==> src/integer_to_ascii_formatter_assert.svh <==
// assertion macros used by the formatter back end
`ifndef INTEGER_TO_ASCII_FORMATTER_ASSERT_SVH
`define INTEGER_TO_ASCII_FORMATTER_ASSERT_SVH

// same-cycle implication, quiet during reset
`define ITOA_ASSERT_IMPLIES(label, clk, rst_n, lhs, rhs) \
    label: assert property (@(posedge clk) disable iff (!(rst_n)) (lhs) |-> (rhs)) \
        else $error("itoa check failed");

// next-cycle implication, quiet during reset
`define ITOA_ASSERT_NEXT(label, clk, rst_n, lhs, rhs) \
    label: assert property (@(posedge clk) disable iff (!(rst_n)) (lhs) |=> (rhs)) \
        else $error("itoa check failed");

`endif

==> src/itoa_pkg.sv <==
// shared types, codes and helpers for the integer to ascii formatter
package itoa_pkg;

    localparam int VALUE_BITS_DEF = 32;
    localparam int NUM_DIGITS     = 10;
    localparam int QUEUE_DEPTH    = 2;

    localparam logic [1:0] OP_DEC  = 2'd0;
    localparam logic [1:0] OP_HEX  = 2'd1;
    localparam logic [1:0] OP_BYTE = 2'd2;

    localparam logic [7:0] CHAR_ZERO    = 8'h30;
    localparam logic [7:0] CHAR_A_MINUS = 8'h57;

    typedef enum logic [1:0] {
        FMT_DEC,
        FMT_HEX,
        FMT_BYTE
    } t_fmt;

    typedef enum logic [1:0] {
        ST_IDLE,
        ST_CONV,
        ST_FIND,
        ST_EMIT
    } t_state;

    function automatic logic [7:0] hex_char(input logic [3:0] nib);
        logic [7:0] ext;
        ext = {4'b0000, nib};
        if (nib < 4'd10) begin
            return ext + CHAR_ZERO;
        end
        return ext + CHAR_A_MINUS;
    endfunction

endpackage

==> src/integer_to_ascii_formatter.sv <==
// top level of the integer to ascii formatter
//
//  channel | direction | handshake          | payload
//  --------+-----------+--------------------+--------------------------
//  input   | in        | i_valid / o_ready  | i_value, i_operation
//  output  | out       | o_valid / i_ready  | o_character, o_last
//
// decimal: fetch the job, run the bcd shift-add-3 steps, scan for the top digit, then emit characters
// decimal output at 32 bits is at most ten digits
// hex and hex byte skip the bcd steps: fetch, scan, then emit characters
// the bcd shifter and the single character register pace the conversion and the output
// a two-entry queue lets input transactions land while the back end converts or stalls
// synchronous active-low reset clears the queue, the sequencer and the output valid
module integer_to_ascii_formatter #(
    parameter int VALUE_BITS = itoa_pkg::VALUE_BITS_DEF
) (
    input  logic        i_clk,
    input  logic        i_rst_n,
    input  logic        i_valid,
    output logic        o_ready,
    input  logic [31:0] i_value,
    input  logic [1:0]  i_operation,
    output logic        o_valid,
    input  logic        i_ready,
    output logic [7:0]  o_character,
    output logic        o_last
);

    localparam int JOB_W = VALUE_BITS + 2;

    logic             push;
    logic [JOB_W-1:0] job_in;
    logic             queue_full;
    logic             pop;
    logic             job_valid;
    logic [JOB_W-1:0] job_out;

    itoa_front #(
        .VALUE_BITS (VALUE_BITS)
    ) u_front (
        .i_valid      (i_valid),
        .o_ready      (o_ready),
        .i_value      (i_value),
        .i_operation  (i_operation),
        .i_queue_full (queue_full),
        .o_push       (push),
        .o_job        (job_in)
    );

    itoa_queue #(
        .WIDTH (JOB_W),
        .DEPTH (itoa_pkg::QUEUE_DEPTH)
    ) u_queue (
        .i_clk   (i_clk),
        .i_rst_n (i_rst_n),
        .i_push  (push),
        .i_data  (job_in),
        .o_full  (queue_full),
        .i_pop   (pop),
        .o_valid (job_valid),
        .o_data  (job_out)
    );

    itoa_back #(
        .VALUE_BITS (VALUE_BITS)
    ) u_back (
        .i_clk       (i_clk),
        .i_rst_n     (i_rst_n),
        .i_job_valid (job_valid),
        .i_job       (job_out),
        .o_job_pop   (pop),
        .o_valid     (o_valid),
        .i_ready     (i_ready),
        .o_character (o_character),
        .o_last      (o_last)
    );

endmodule

==> src/itoa_queue.sv <==
// small fifo between the classify front and the conversion back
module itoa_queue #(
    parameter int WIDTH = 34,
    parameter int DEPTH = itoa_pkg::QUEUE_DEPTH
) (
    input  logic             i_clk,
    input  logic             i_rst_n,
    input  logic             i_push,
    input  logic [WIDTH-1:0] i_data,
    output logic             o_full,
    input  logic             i_pop,
    output logic             o_valid,
    output logic [WIDTH-1:0] o_data
);

    localparam int PTR_W = (DEPTH > 1) ? $clog2(DEPTH) : 1;
    localparam int CNT_W = $clog2(DEPTH + 1);

    logic [WIDTH-1:0] r_mem [DEPTH];
    logic [PTR_W-1:0] r_wr_ptr, n_wr_ptr;
    logic [PTR_W-1:0] r_rd_ptr, n_rd_ptr;
    logic [CNT_W-1:0] r_count, n_count;
    logic             do_push;
    logic             do_pop;

    assign o_full  = (r_count == CNT_W'(DEPTH));
    assign o_valid = (r_count != '0);
    assign o_data  = r_mem[r_rd_ptr];
    assign do_push = i_push && !o_full;
    assign do_pop  = i_pop && o_valid;

    always_comb begin
        n_wr_ptr = r_wr_ptr;
        n_rd_ptr = r_rd_ptr;
        n_count  = r_count;
        if (do_push) begin
            n_wr_ptr = (r_wr_ptr == PTR_W'(DEPTH - 1)) ? '0 : r_wr_ptr + 1'b1;
        end
        if (do_pop) begin
            n_rd_ptr = (r_rd_ptr == PTR_W'(DEPTH - 1)) ? '0 : r_rd_ptr + 1'b1;
        end
        if (do_push && !do_pop) begin
            n_count = r_count + 1'b1;
        end else if (do_pop && !do_push) begin
            n_count = r_count - 1'b1;
        end
    end

    always_ff @(posedge i_clk) begin
        if (!i_rst_n) begin
            r_wr_ptr <= '0;
            r_rd_ptr <= '0;
            r_count  <= '0;
        end else begin
            r_wr_ptr <= n_wr_ptr;
            r_rd_ptr <= n_rd_ptr;
            r_count  <= n_count;
        end
    end

    always_ff @(posedge i_clk) begin
        if (do_push) begin
            r_mem[r_wr_ptr] <= i_data;
        end
    end

endmodule

==> src/itoa_front.sv <==
// input side: accepts transactions, decodes the format and drops the unused selector
module itoa_front #(
    parameter int VALUE_BITS = itoa_pkg::VALUE_BITS_DEF
) (
    input  logic                    i_valid,
    output logic                    o_ready,
    input  logic [31:0]             i_value,
    input  logic [1:0]              i_operation,
    input  logic                    i_queue_full,
    output logic                    o_push,
    output logic [VALUE_BITS+1:0]   o_job
);

    itoa_pkg::t_fmt fmt;
    logic           known;

    always_comb begin
        fmt   = itoa_pkg::FMT_DEC;
        known = 1'b1;
        unique case (i_operation)
            itoa_pkg::OP_DEC:  fmt = itoa_pkg::FMT_DEC;
            itoa_pkg::OP_HEX:  fmt = itoa_pkg::FMT_HEX;
            itoa_pkg::OP_BYTE: fmt = itoa_pkg::FMT_BYTE;
            default:           known = 1'b0;
        endcase
    end

    assign o_ready = !i_queue_full;
    assign o_push  = i_valid && !i_queue_full && known;
    assign o_job   = {fmt, i_value[VALUE_BITS-1:0]};

endmodule

==> src/itoa_back.sv <==
// conversion side: binary to bcd by shift-add-3, digit scan and character output register
module itoa_back #(
    parameter int VALUE_BITS = itoa_pkg::VALUE_BITS_DEF
) (
    input  logic                  i_clk,
    input  logic                  i_rst_n,
    input  logic                  i_job_valid,
    input  logic [VALUE_BITS+1:0] i_job,
    output logic                  o_job_pop,
    output logic                  o_valid,
    input  logic                  i_ready,
    output logic [7:0]            o_character,
    output logic                  o_last
);

    `include "integer_to_ascii_formatter_assert.svh"

    localparam int STEPS    = (VALUE_BITS + 3) / 4;
    localparam int PAD_BITS = STEPS * 4;
    localparam int DIG_BITS = itoa_pkg::NUM_DIGITS * 4;
    localparam int IDX_W    = $clog2(itoa_pkg::NUM_DIGITS);
    localparam int CNT_W    = (STEPS > 1) ? $clog2(STEPS) : 1;

    itoa_pkg::t_state r_state, n_state;
    itoa_pkg::t_fmt   r_fmt;
    itoa_pkg::t_fmt   job_fmt;
    logic [PAD_BITS-1:0] job_value;
    logic [PAD_BITS-1:0] r_bin;
    logic [DIG_BITS-1:0] r_digits;
    logic [DIG_BITS-1:0] dabble;
    logic [CNT_W-1:0]    r_cnt;
    logic [IDX_W-1:0]    r_idx;
    logic [IDX_W-1:0]    top_idx;
    logic [3:0]          cur_digit;
    logic                out_free;
    logic                emit_fire;
    logic                conv_done;
    logic                r_out_valid;
    logic [7:0]          r_out_char;
    logic                r_out_last;

    assign job_fmt   = itoa_pkg::t_fmt'(i_job[VALUE_BITS+1:VALUE_BITS]);
    assign job_value = PAD_BITS'(i_job[VALUE_BITS-1:0]);
    assign out_free  = !r_out_valid || i_ready;
    assign cur_digit = r_digits[{r_idx, 2'b00} +: 4];

    // four bits of shift-add-3 per cycle
    always_comb begin
        dabble = r_digits;
        for (int s = 0; s < 4; s++) begin
            for (int d = 0; d < itoa_pkg::NUM_DIGITS; d++) begin
                if (dabble[d*4 +: 4] >= 4'd5) begin
                    dabble[d*4 +: 4] = dabble[d*4 +: 4] + 4'd3;
                end
            end
            dabble = {dabble[DIG_BITS-2:0], r_bin[PAD_BITS-1-s]};
        end
    end

    // highest nonzero digit, zero when all digits are zero
    always_comb begin
        top_idx = '0;
        for (int d = 0; d < itoa_pkg::NUM_DIGITS; d++) begin
            if (r_digits[d*4 +: 4] != 4'd0) begin
                top_idx = IDX_W'(d);
            end
        end
    end

    always_comb begin
        n_state = r_state;
        unique case (r_state)
            itoa_pkg::ST_IDLE: begin
                if (i_job_valid) begin
                    n_state = (job_fmt == itoa_pkg::FMT_DEC) ? itoa_pkg::ST_CONV
                                                            : itoa_pkg::ST_FIND;
                end
            end
            itoa_pkg::ST_CONV: begin
                if (r_cnt == CNT_W'(STEPS - 1)) begin
                    n_state = itoa_pkg::ST_FIND;
                end
            end
            itoa_pkg::ST_FIND: n_state = itoa_pkg::ST_EMIT;
            itoa_pkg::ST_EMIT: begin
                if (out_free && r_idx == '0) begin
                    n_state = itoa_pkg::ST_IDLE;
                end
            end
            default: n_state = itoa_pkg::ST_IDLE;
        endcase
    end

    always_comb begin
        o_job_pop = 1'b0;
        emit_fire = 1'b0;
        conv_done = 1'b0;
        unique case (r_state)
            itoa_pkg::ST_IDLE: o_job_pop = i_job_valid;
            itoa_pkg::ST_CONV: conv_done = (r_cnt == CNT_W'(STEPS - 1));
            itoa_pkg::ST_FIND: ;
            itoa_pkg::ST_EMIT: emit_fire = out_free;
            default: ;
        endcase
    end

    always_ff @(posedge i_clk) begin
        if (!i_rst_n) begin
            r_state <= itoa_pkg::ST_IDLE;
        end else begin
            r_state <= n_state;
        end
    end

    always_ff @(posedge i_clk) begin
        unique case (r_state)
            itoa_pkg::ST_IDLE: begin
                r_fmt <= job_fmt;
                r_bin <= job_value;
                r_cnt <= '0;
                if (job_fmt == itoa_pkg::FMT_DEC) begin
                    r_digits <= '0;
                end else begin
                    r_digits <= DIG_BITS'(job_value);
                end
            end
            itoa_pkg::ST_CONV: begin
                r_digits <= dabble;
                r_bin    <= r_bin << 4;
                if (!conv_done) begin
                    r_cnt <= r_cnt + 1'b1;
                end
            end
            itoa_pkg::ST_FIND: begin
                r_idx <= (r_fmt == itoa_pkg::FMT_BYTE) ? IDX_W'(1) : top_idx;
            end
            itoa_pkg::ST_EMIT: begin
                if (emit_fire && r_idx != '0) begin
                    r_idx <= r_idx - 1'b1;
                end
            end
            default: ;
        endcase
    end

    always_ff @(posedge i_clk) begin
        if (!i_rst_n) begin
            r_out_valid <= 1'b0;
        end else if (emit_fire) begin
            r_out_valid <= 1'b1;
        end else if (i_ready) begin
            r_out_valid <= 1'b0;
        end
    end

    always_ff @(posedge i_clk) begin
        if (emit_fire) begin
            r_out_char <= itoa_pkg::hex_char(cur_digit);
            r_out_last <= (r_idx == '0);
        end
    end

    assign o_valid     = r_out_valid;
    assign o_character = r_out_char;
    assign o_last      = r_out_last;

    `ITOA_ASSERT_NEXT(a_last_on_final, i_clk, i_rst_n, emit_fire && r_idx == '0, r_out_last)
    `ITOA_ASSERT_NEXT(a_more_follow, i_clk, i_rst_n, emit_fire && r_idx != '0, !r_out_last)
    `ITOA_ASSERT_IMPLIES(a_no_pop_busy, i_clk, i_rst_n, o_job_pop, r_state == itoa_pkg::ST_IDLE)
    `ITOA_ASSERT_IMPLIES(a_ascii_digit, i_clk, i_rst_n, r_out_valid,
        (r_out_char >= 8'h30 && r_out_char <= 8'h39) ||
        (r_out_char >= 8'h61 && r_out_char <= 8'h66))

endmodule
==> config.mk <==
export PLATFORM = sky130hd
export DESIGN_NAME = integer_to_ascii_formatter
export DESIGN_NICKNAME = d
export VERILOG_FILES = /design/src/itoa_pkg.sv /design/src/integer_to_ascii_formatter.sv /design/src/itoa_queue.sv /design/src/itoa_front.sv /design/src/itoa_back.sv
export VERILOG_INCLUDE_DIRS = /design/src /design/src/src
export SDC_FILE = /design/constraint.sdc
export NUM_CORES = 1
export LEC_CHECK = 0
export BUFFER_PORTS_ARGS = -buffer_cell sky130_fd_sc_hd__buf_2
export CORE_MARGIN = 4
export CORE_UTILIZATION = 40
export DETAILED_ROUTE_END_ITERATION = 16
export PLACE_DENSITY_LB_ADDON = 0.25
export SYNTH_ARGS = -nofsm -noshare
export SYNTH_HDL_FRONTEND = slang
export SYNTH_SLANG_ARGS = --single-unit
==> constraint.sdc <==
create_clock -name i_clk -period 9.24 [get_ports i_clk]
set_input_delay 0.462 -clock i_clk [delete_from_list [all_inputs] [get_ports i_clk]]
set_output_delay 0.462 -clock i_clk [all_outputs]
set_load 0.005 [all_outputs]
Word level (Yosys, flattened, before mapping):

Memory sizes are Yosys's and may differ from the RTL's. A register that Yosys moved wholly into a read port is not among the register bits.
Cells that the tools add are included.
W data, S select, Z words.

* shift-type cells: 1
* divide/modulo/power cells: 0
* multiply operators: 0
* equal/unequal tests: 13
* reduce and logical (&&, ||, !) cells: 36
* bitwise gates (word level): 0
* multiplexer cells: 81
* add/subtract/negate cells: 48
* order comparisons: 41

Operator list (count)
* $ge A4 B3 Y1 const B: 40
* $mux W4: 40
* $add A4 B2 Y4 const B: 36
* $pmux W40 S2: 1
* $pmux W32 S2: 1
* $reduce_bool A4 Y1: 10
* $shiftx A40 B7 Y4: 1
* $mux W32: 1
* $mux W3: 9
* $mux W2: 8
* $mux W8: 2
* $mux W1: 15
* $add A3 B2 Y3 const B: 4
* $eq A2 B2 Y1 const B: 5
* $reduce_bool A2 Y1: 5
* $add A4 B7 Y8 const B: 1
* $logic_and A1 B1 Y1: 8
* $ne A2 B1 Y1 const B: 4
* $pmux W2 S4: 1
* $pmux W4 S2: 1
* $add A4 B6 Y7 const B: 1
* $logic_not A2 Y1: 3
* $pmux W3 S2: 1
* $eq A2 B1 Y1 const B: 2
* other kinds (15): 20

* memories kept: 1
* output and inout bits: 11
* memory bits (read-only): 0
* word-level logic and storage cells: 233
* memory bits (writable): 68
* bits in latches: 0
* register bits: 97
* bits of input ports: 38

Memory list
* u_queue.r_mem: depth 2, bits a word 34, read ports 1, clocked after memory_dff 1, wr ports 1, RTL line itoa_queue.sv:19 `logic [WIDTH-1:0] r_mem [DEPTH];`

Logic depth before layout (Yosys ltp):

* depth after elaboration: 12
* gate-level depth with buffers: 20
* mapped depth without buffers: 20

Modules after synthesis:

From an unflattened synthesis, not the netlist that was laid out.

* cell total of the unflattened synthesis: 1245
* area total of the unflattened synthesis: 12205.5 um^2

By module, submodules not included
* itoa_back: cells an instance 1077, area an instance 9245.1 um^2, seq. area each 2732.6 um^2, instances 1
* itoa_queue: cells an instance 131, area an instance 2688.8 um^2, seq. area each 2142.1 um^2, instances 1
* itoa_front: cells an instance 37, area an instance 271.5 um^2, seq. area each 0.0 um^2, instances 1

Worst setup path before layout:

No wires, ideal clock.

* path kind: register -> register
* start: reg u_back.r_digits[24]
* end: reg u_back.r_digits[29], data pin
* setup slack: 5.435 ns
* required time: 8.984 ns
* path buffers: 0
* clock period less this slack: 3.805 ns
* cell stages (with the launch flop): 18
* library setup time: 0.256 ns
* arrival time: 3.549 ns
* cell sequence: edfxtp_1 -> inv_1 -> ha_1 -> and2b_2 -> or3_1 -> and2_1 -> inv_2 -> ha_1 -> o21bai_1 -> a211oi_1 -> or2_2 -> ha_1 -> or4_1 -> o211ai_1 -> a31oi_1 -> nand2_1 -> nand3_1 -> a31o_2

* cells in the longest elaborated chain, start to end: 9
* elaborated cells between the ends (all ways): 19
* those cells by class: add/sub (6); order compare (6); mux (7)

Ends and longest elaborated chain
* start: declaration: RTL line itoa_back.sv:29 `logic [DIG_BITS-1:0] r_digits;`
* start signal: assignment: RTL line itoa_back.sv:124 `r_digits <= DIG_BITS'(job_value);`
* start signal: assignment: RTL line itoa_back.sv:128 `r_digits <= dabble;`
* $add A4 B2 Y4 / $ge A4 B3 Y1 (equally long branches): RTL line itoa_back.sv:53, itoa_back.sv:52
* $mux W4 (*): RTL line itoa_back.sv:52 `if (dabble[d*4 +: 4] >= 4'd5) begin`
* $add A4 B2 Y4 / $ge A4 B3 Y1 (equally long branches): RTL line itoa_back.sv:53, itoa_back.sv:52
* $mux W4: RTL line itoa_back.sv:52
* $add A4 B2 Y4 / $ge A4 B3 Y1 (equally long branches): RTL line itoa_back.sv:53, itoa_back.sv:52
* $mux W4: RTL line itoa_back.sv:52
* $add A4 B2 Y4 / $ge A4 B3 Y1 (equally long branches): RTL line itoa_back.sv:53, itoa_back.sv:52
* $mux W4 (*): RTL line itoa_back.sv:52
* $pmux W40 S2 (*): RTL line itoa_back.sv:116 `unique case (r_state)`

Every way passes the cells marked *; elsewhere a longest branch is shown, timed or not.
A chain may end at the register's enable or synchronous reset.

Final worst setup path:

* start: reg u_back.r_digits[32]
* end: reg u_back.r_digits[38], data pin

* cells in the longest elaborated chain, start to end: 9
* elaborated cells between the ends (all ways): 19
* those cells by class: add/sub (6); order compare (6); mux (7)

Ends and longest elaborated chain
* $add A4 B2 Y4 / $ge A4 B3 Y1 (equally long branches): RTL line itoa_back.sv:53, itoa_back.sv:52
* $mux W4 (*): RTL line itoa_back.sv:52
* $add A4 B2 Y4, or another cell as far along: RTL line itoa_back.sv:53 `dabble[d*4 +: 4] = dabble[d*4 +: 4] + 4'd3;`
* $mux W4 / $mux W3 (equally long branches): RTL line itoa_back.sv:52
* $add A4 B2 Y4, or another cell as far along: RTL line itoa_back.sv:53
* $mux W4 / $mux W3 (equally long branches): RTL line itoa_back.sv:52
* $ge A4 B3 Y1 / $add A3 B2 Y3 (equally long branches): RTL line itoa_back.sv:52, itoa_back.sv:53
* $mux W3 (*): RTL line itoa_back.sv:52
* $pmux W40 S2 (*): RTL line itoa_back.sv:116

Marked as above.

==> impl_metrics.yaml <==
run_status:
  status: "finished, final reports clean"
floorplanning:
  fp.dieH_um: 180
  dieArea_um2: 32300
  start_util_pct: 40.8
  die_w_um: 180
  fp.coreArea_um2: 28900
  rows: 62
  ios: 49
synth:
  synth.distinct_cells: 87
  yosys_register_bits: 165
  avgSynthCellArea_um2: 9.65
  mappedNetlistArea_um2: 11800
  netlist_top_cells_count: "edfxtp_1, nand2_1, nor2_1"
  synth_top_area_cell: "edfxtp_1"
  synth_top_area_share_pct: 40.0
  synthFlopType: "edfxtp_1"
  syn_nets: 1313
  synth_edf_count: 157
  async_flop_share_pct: 0
  ys_seq_area_share_pct: 41.3
  synth.most_common_cell: "edfxtp_1"
  ys_warn_count: 0
  syn_inst: 1222
  synth_area_leaders: "edfxtp_1, ha_1, mux2i_1"
route:
  drt-vias-per-instance: 5.64
  wire_per_inst_um: 16.7
  routed_wl_mm: 27.3
  drtAntennaViolNets: 0
  drt_iter0_markers: 775
  vias: 9233
  route.detailed.drc: 0
  firstDrtPassIters: 5
cells_and_area:
  diodes: 0
  fin_area_um2: 13000
  fin_util_pct: 44.8
  drive_gt1_share_pct: 12.9
  num-nets-final: 1330
  syn2layout_area_growth_pct: 9.94
global_routing:
  grt_pass1_wl_mm: 45.0
  grt_max_degree: 64
  antenna_found_initial: 0
  grt_usage_pct: 16.7
  grt-ovfl-total: 0
  grt_pass1_vias: 8732
sta:
  final_hold_viol_count: 0
  fin_worst_skew_ns: 0.0195
  drv_slew: 0
  fmax_ghz: 0.237
  slew_headroom_pct: 35.5
  setup_violations: 0
  fin_hold_ws_ns: 0.204
  min_period_over_period_pct: 45.7
  rsz0062_at_grt: "false"
  finalCriticalPeriod_ns: 4.22
  tightest_slew_ns: 0.940
  tns_ns: 0
setup_path:
  start_kind: "register"
  crit_top_cell: "ha_1"
  worstPathRequired_ns: 9.52
  cp_slowest_cell: "edfxtp_1"
  path_max_fanout: 6
  max_stage_delay_ns: 0.47
  path_class: "register to register"
  path_cells: "inv_1 -> ha_1 -> nor2b_1 -> nor3_1 -> a21oi_1 -> inv_1 -> ha_1 -> nand2b_1 -> a21oi_1 -> xnor2_1 -> ha_1 -> nand2b_1 -> a211oi_1 -> o21ai_0 -> xnor2_1 -> ha_1 -> nor2b_1 -> o21ai_1 -> or2_2 -> a21oi_1"
  worst_setup_path_end_kind: "register"
  r2r_cells: 20
  cp.arrival_ns: 4.50
cts:
  clk_pin_slew_ns: 0.09
  clock-sinks: 165
  cts_made_buffers: 17
  cts-root-buf: "clkbuf_16"
  ctsHtreeMaxLevel: 4
  clk-insertion-delay-late_ns: 0.44
  cts_tree: "done"
  cts_setup_buffers: 0
  cts_resized: 0
  clk_path_buf_depth: 2
  ctsHoldBuffers: 0
hold_path:
  hold_path.class: "input port to register"
  hold_depth: 1
flow_run:
  max-cap-violations: 0
placed_design:
  dp_hpwl_mm: 19.9
  portBuffers: 47
  place_congestion: 0.854
  placed_cell_area_um2: 12300
==> stage by stage <==
step,instances,worst slack [ns]
floorplan,1222,5.44
global placement,1604,5.22
detailed placement,1604,5.06
CTS,1636,5.03
global route,1636,4.52
finish,1636,5.02
==> state kept, by name (all words and copies together) (netlist names), 2 cells and up, named ones only <==
register / count
u_queue.r_count: 2
u_back.r_cnt: 3
u_back.o_character: 7
u_back.r_idx: 4
u_queue.r_mem: 68
u_back.r_state: 2
u_back.r_bin: 32
u_back.r_digits: 40
u_back.r_fmt: 2
==> worst max-delay path, delay by kind of cell, from the launching register on <==
| family | cells | cell delay (ns) |
|---|---|---|
| and+or+nand+nor | 6 | 0.93 |
| xor gates and xnor gates | 2 | 0.49 |
| buffers and inverters | 2 | 0.20 |
| adders and majority gates | 4 | 0.87 |
| AOI/OAI and AO/OA | 6 | 1.13 |
| DFF | 1 | 0.47 |
==> path summary, 6_finish.rpt <==
kind                                      from  slack (ns)                           endpoint
max reg2reg  u_back.r_digits[32]$_SDFFCE_PN0P_        5.02  u_back.r_digits[38]$_SDFFCE_PN0P_
max          u_back.r_digits[32]$_SDFFCE_PN0P_        5.02  u_back.r_digits[38]$_SDFFCE_PN0P_
min reg2reg      u_queue.r_rd_ptr$_SDFFE_PN0P_        0.51                           register
min                                 i_value[2]        0.20      u_queue.r_mem[0][2]$_DFFE_PP_
==> cell families (layout without fill, tap and decap cells) <==
logic type | count (synthesis) | in the layout | synth area share, %
other | 2 | 2 | 0.0637
multiplexers | 88 | 88 | 8.77
AND/OR/NAND/NOR | 379 | 379 | 15.7
buffers and inverters | 129 | 159 | 4.34
AO/OA/AOI/OAI | 381 | 381 | 22.3
adder cells (fa/ha/maj) | 53 | 53 | 5.62
XOR/XNOR | 25 | 25 | 1.86
flip-flops | 165 | 165 | 41.3
==> per-layer routing <==
metal	track usage, %	up-vias	wire [µm]
met5	0	-	0
met4	4.05	0	337
met3	2.57	21	1220
met2	25.6	204	12000
met1	24.7	4364	13700
li1	-	4644	-
==> placed cells by master (no fill, tap or decap), types with 17 or more instances in the layout <==
cell         n
o21ai_1     19
buf_2       47
inv_1       69
nand3_1     20
o21ai_0     59
mux2_2      29
a21oi_1     87
a211oi_1    26
ha_1        52
nand2_1    100
nor2_1      97
nor3_1      37
edfxtp_1   157
mux2i_1     49
nand2b_1    34
clkbuf_16   17
==> cell type report <==
type                    instances  area (µm²)
clock buffers                  17         425
clock inverters                15         214
fillers                      2710       16000
inverters                      74         278
multi-input cells             928        6410
flip-flops and latches        165        4880
well taps                     384         480
repair buffers                 53         280
Power is left out: the tool's default activity adds up to more than one toggle a clock period on the data nets, which glitch-free logic cannot reach.
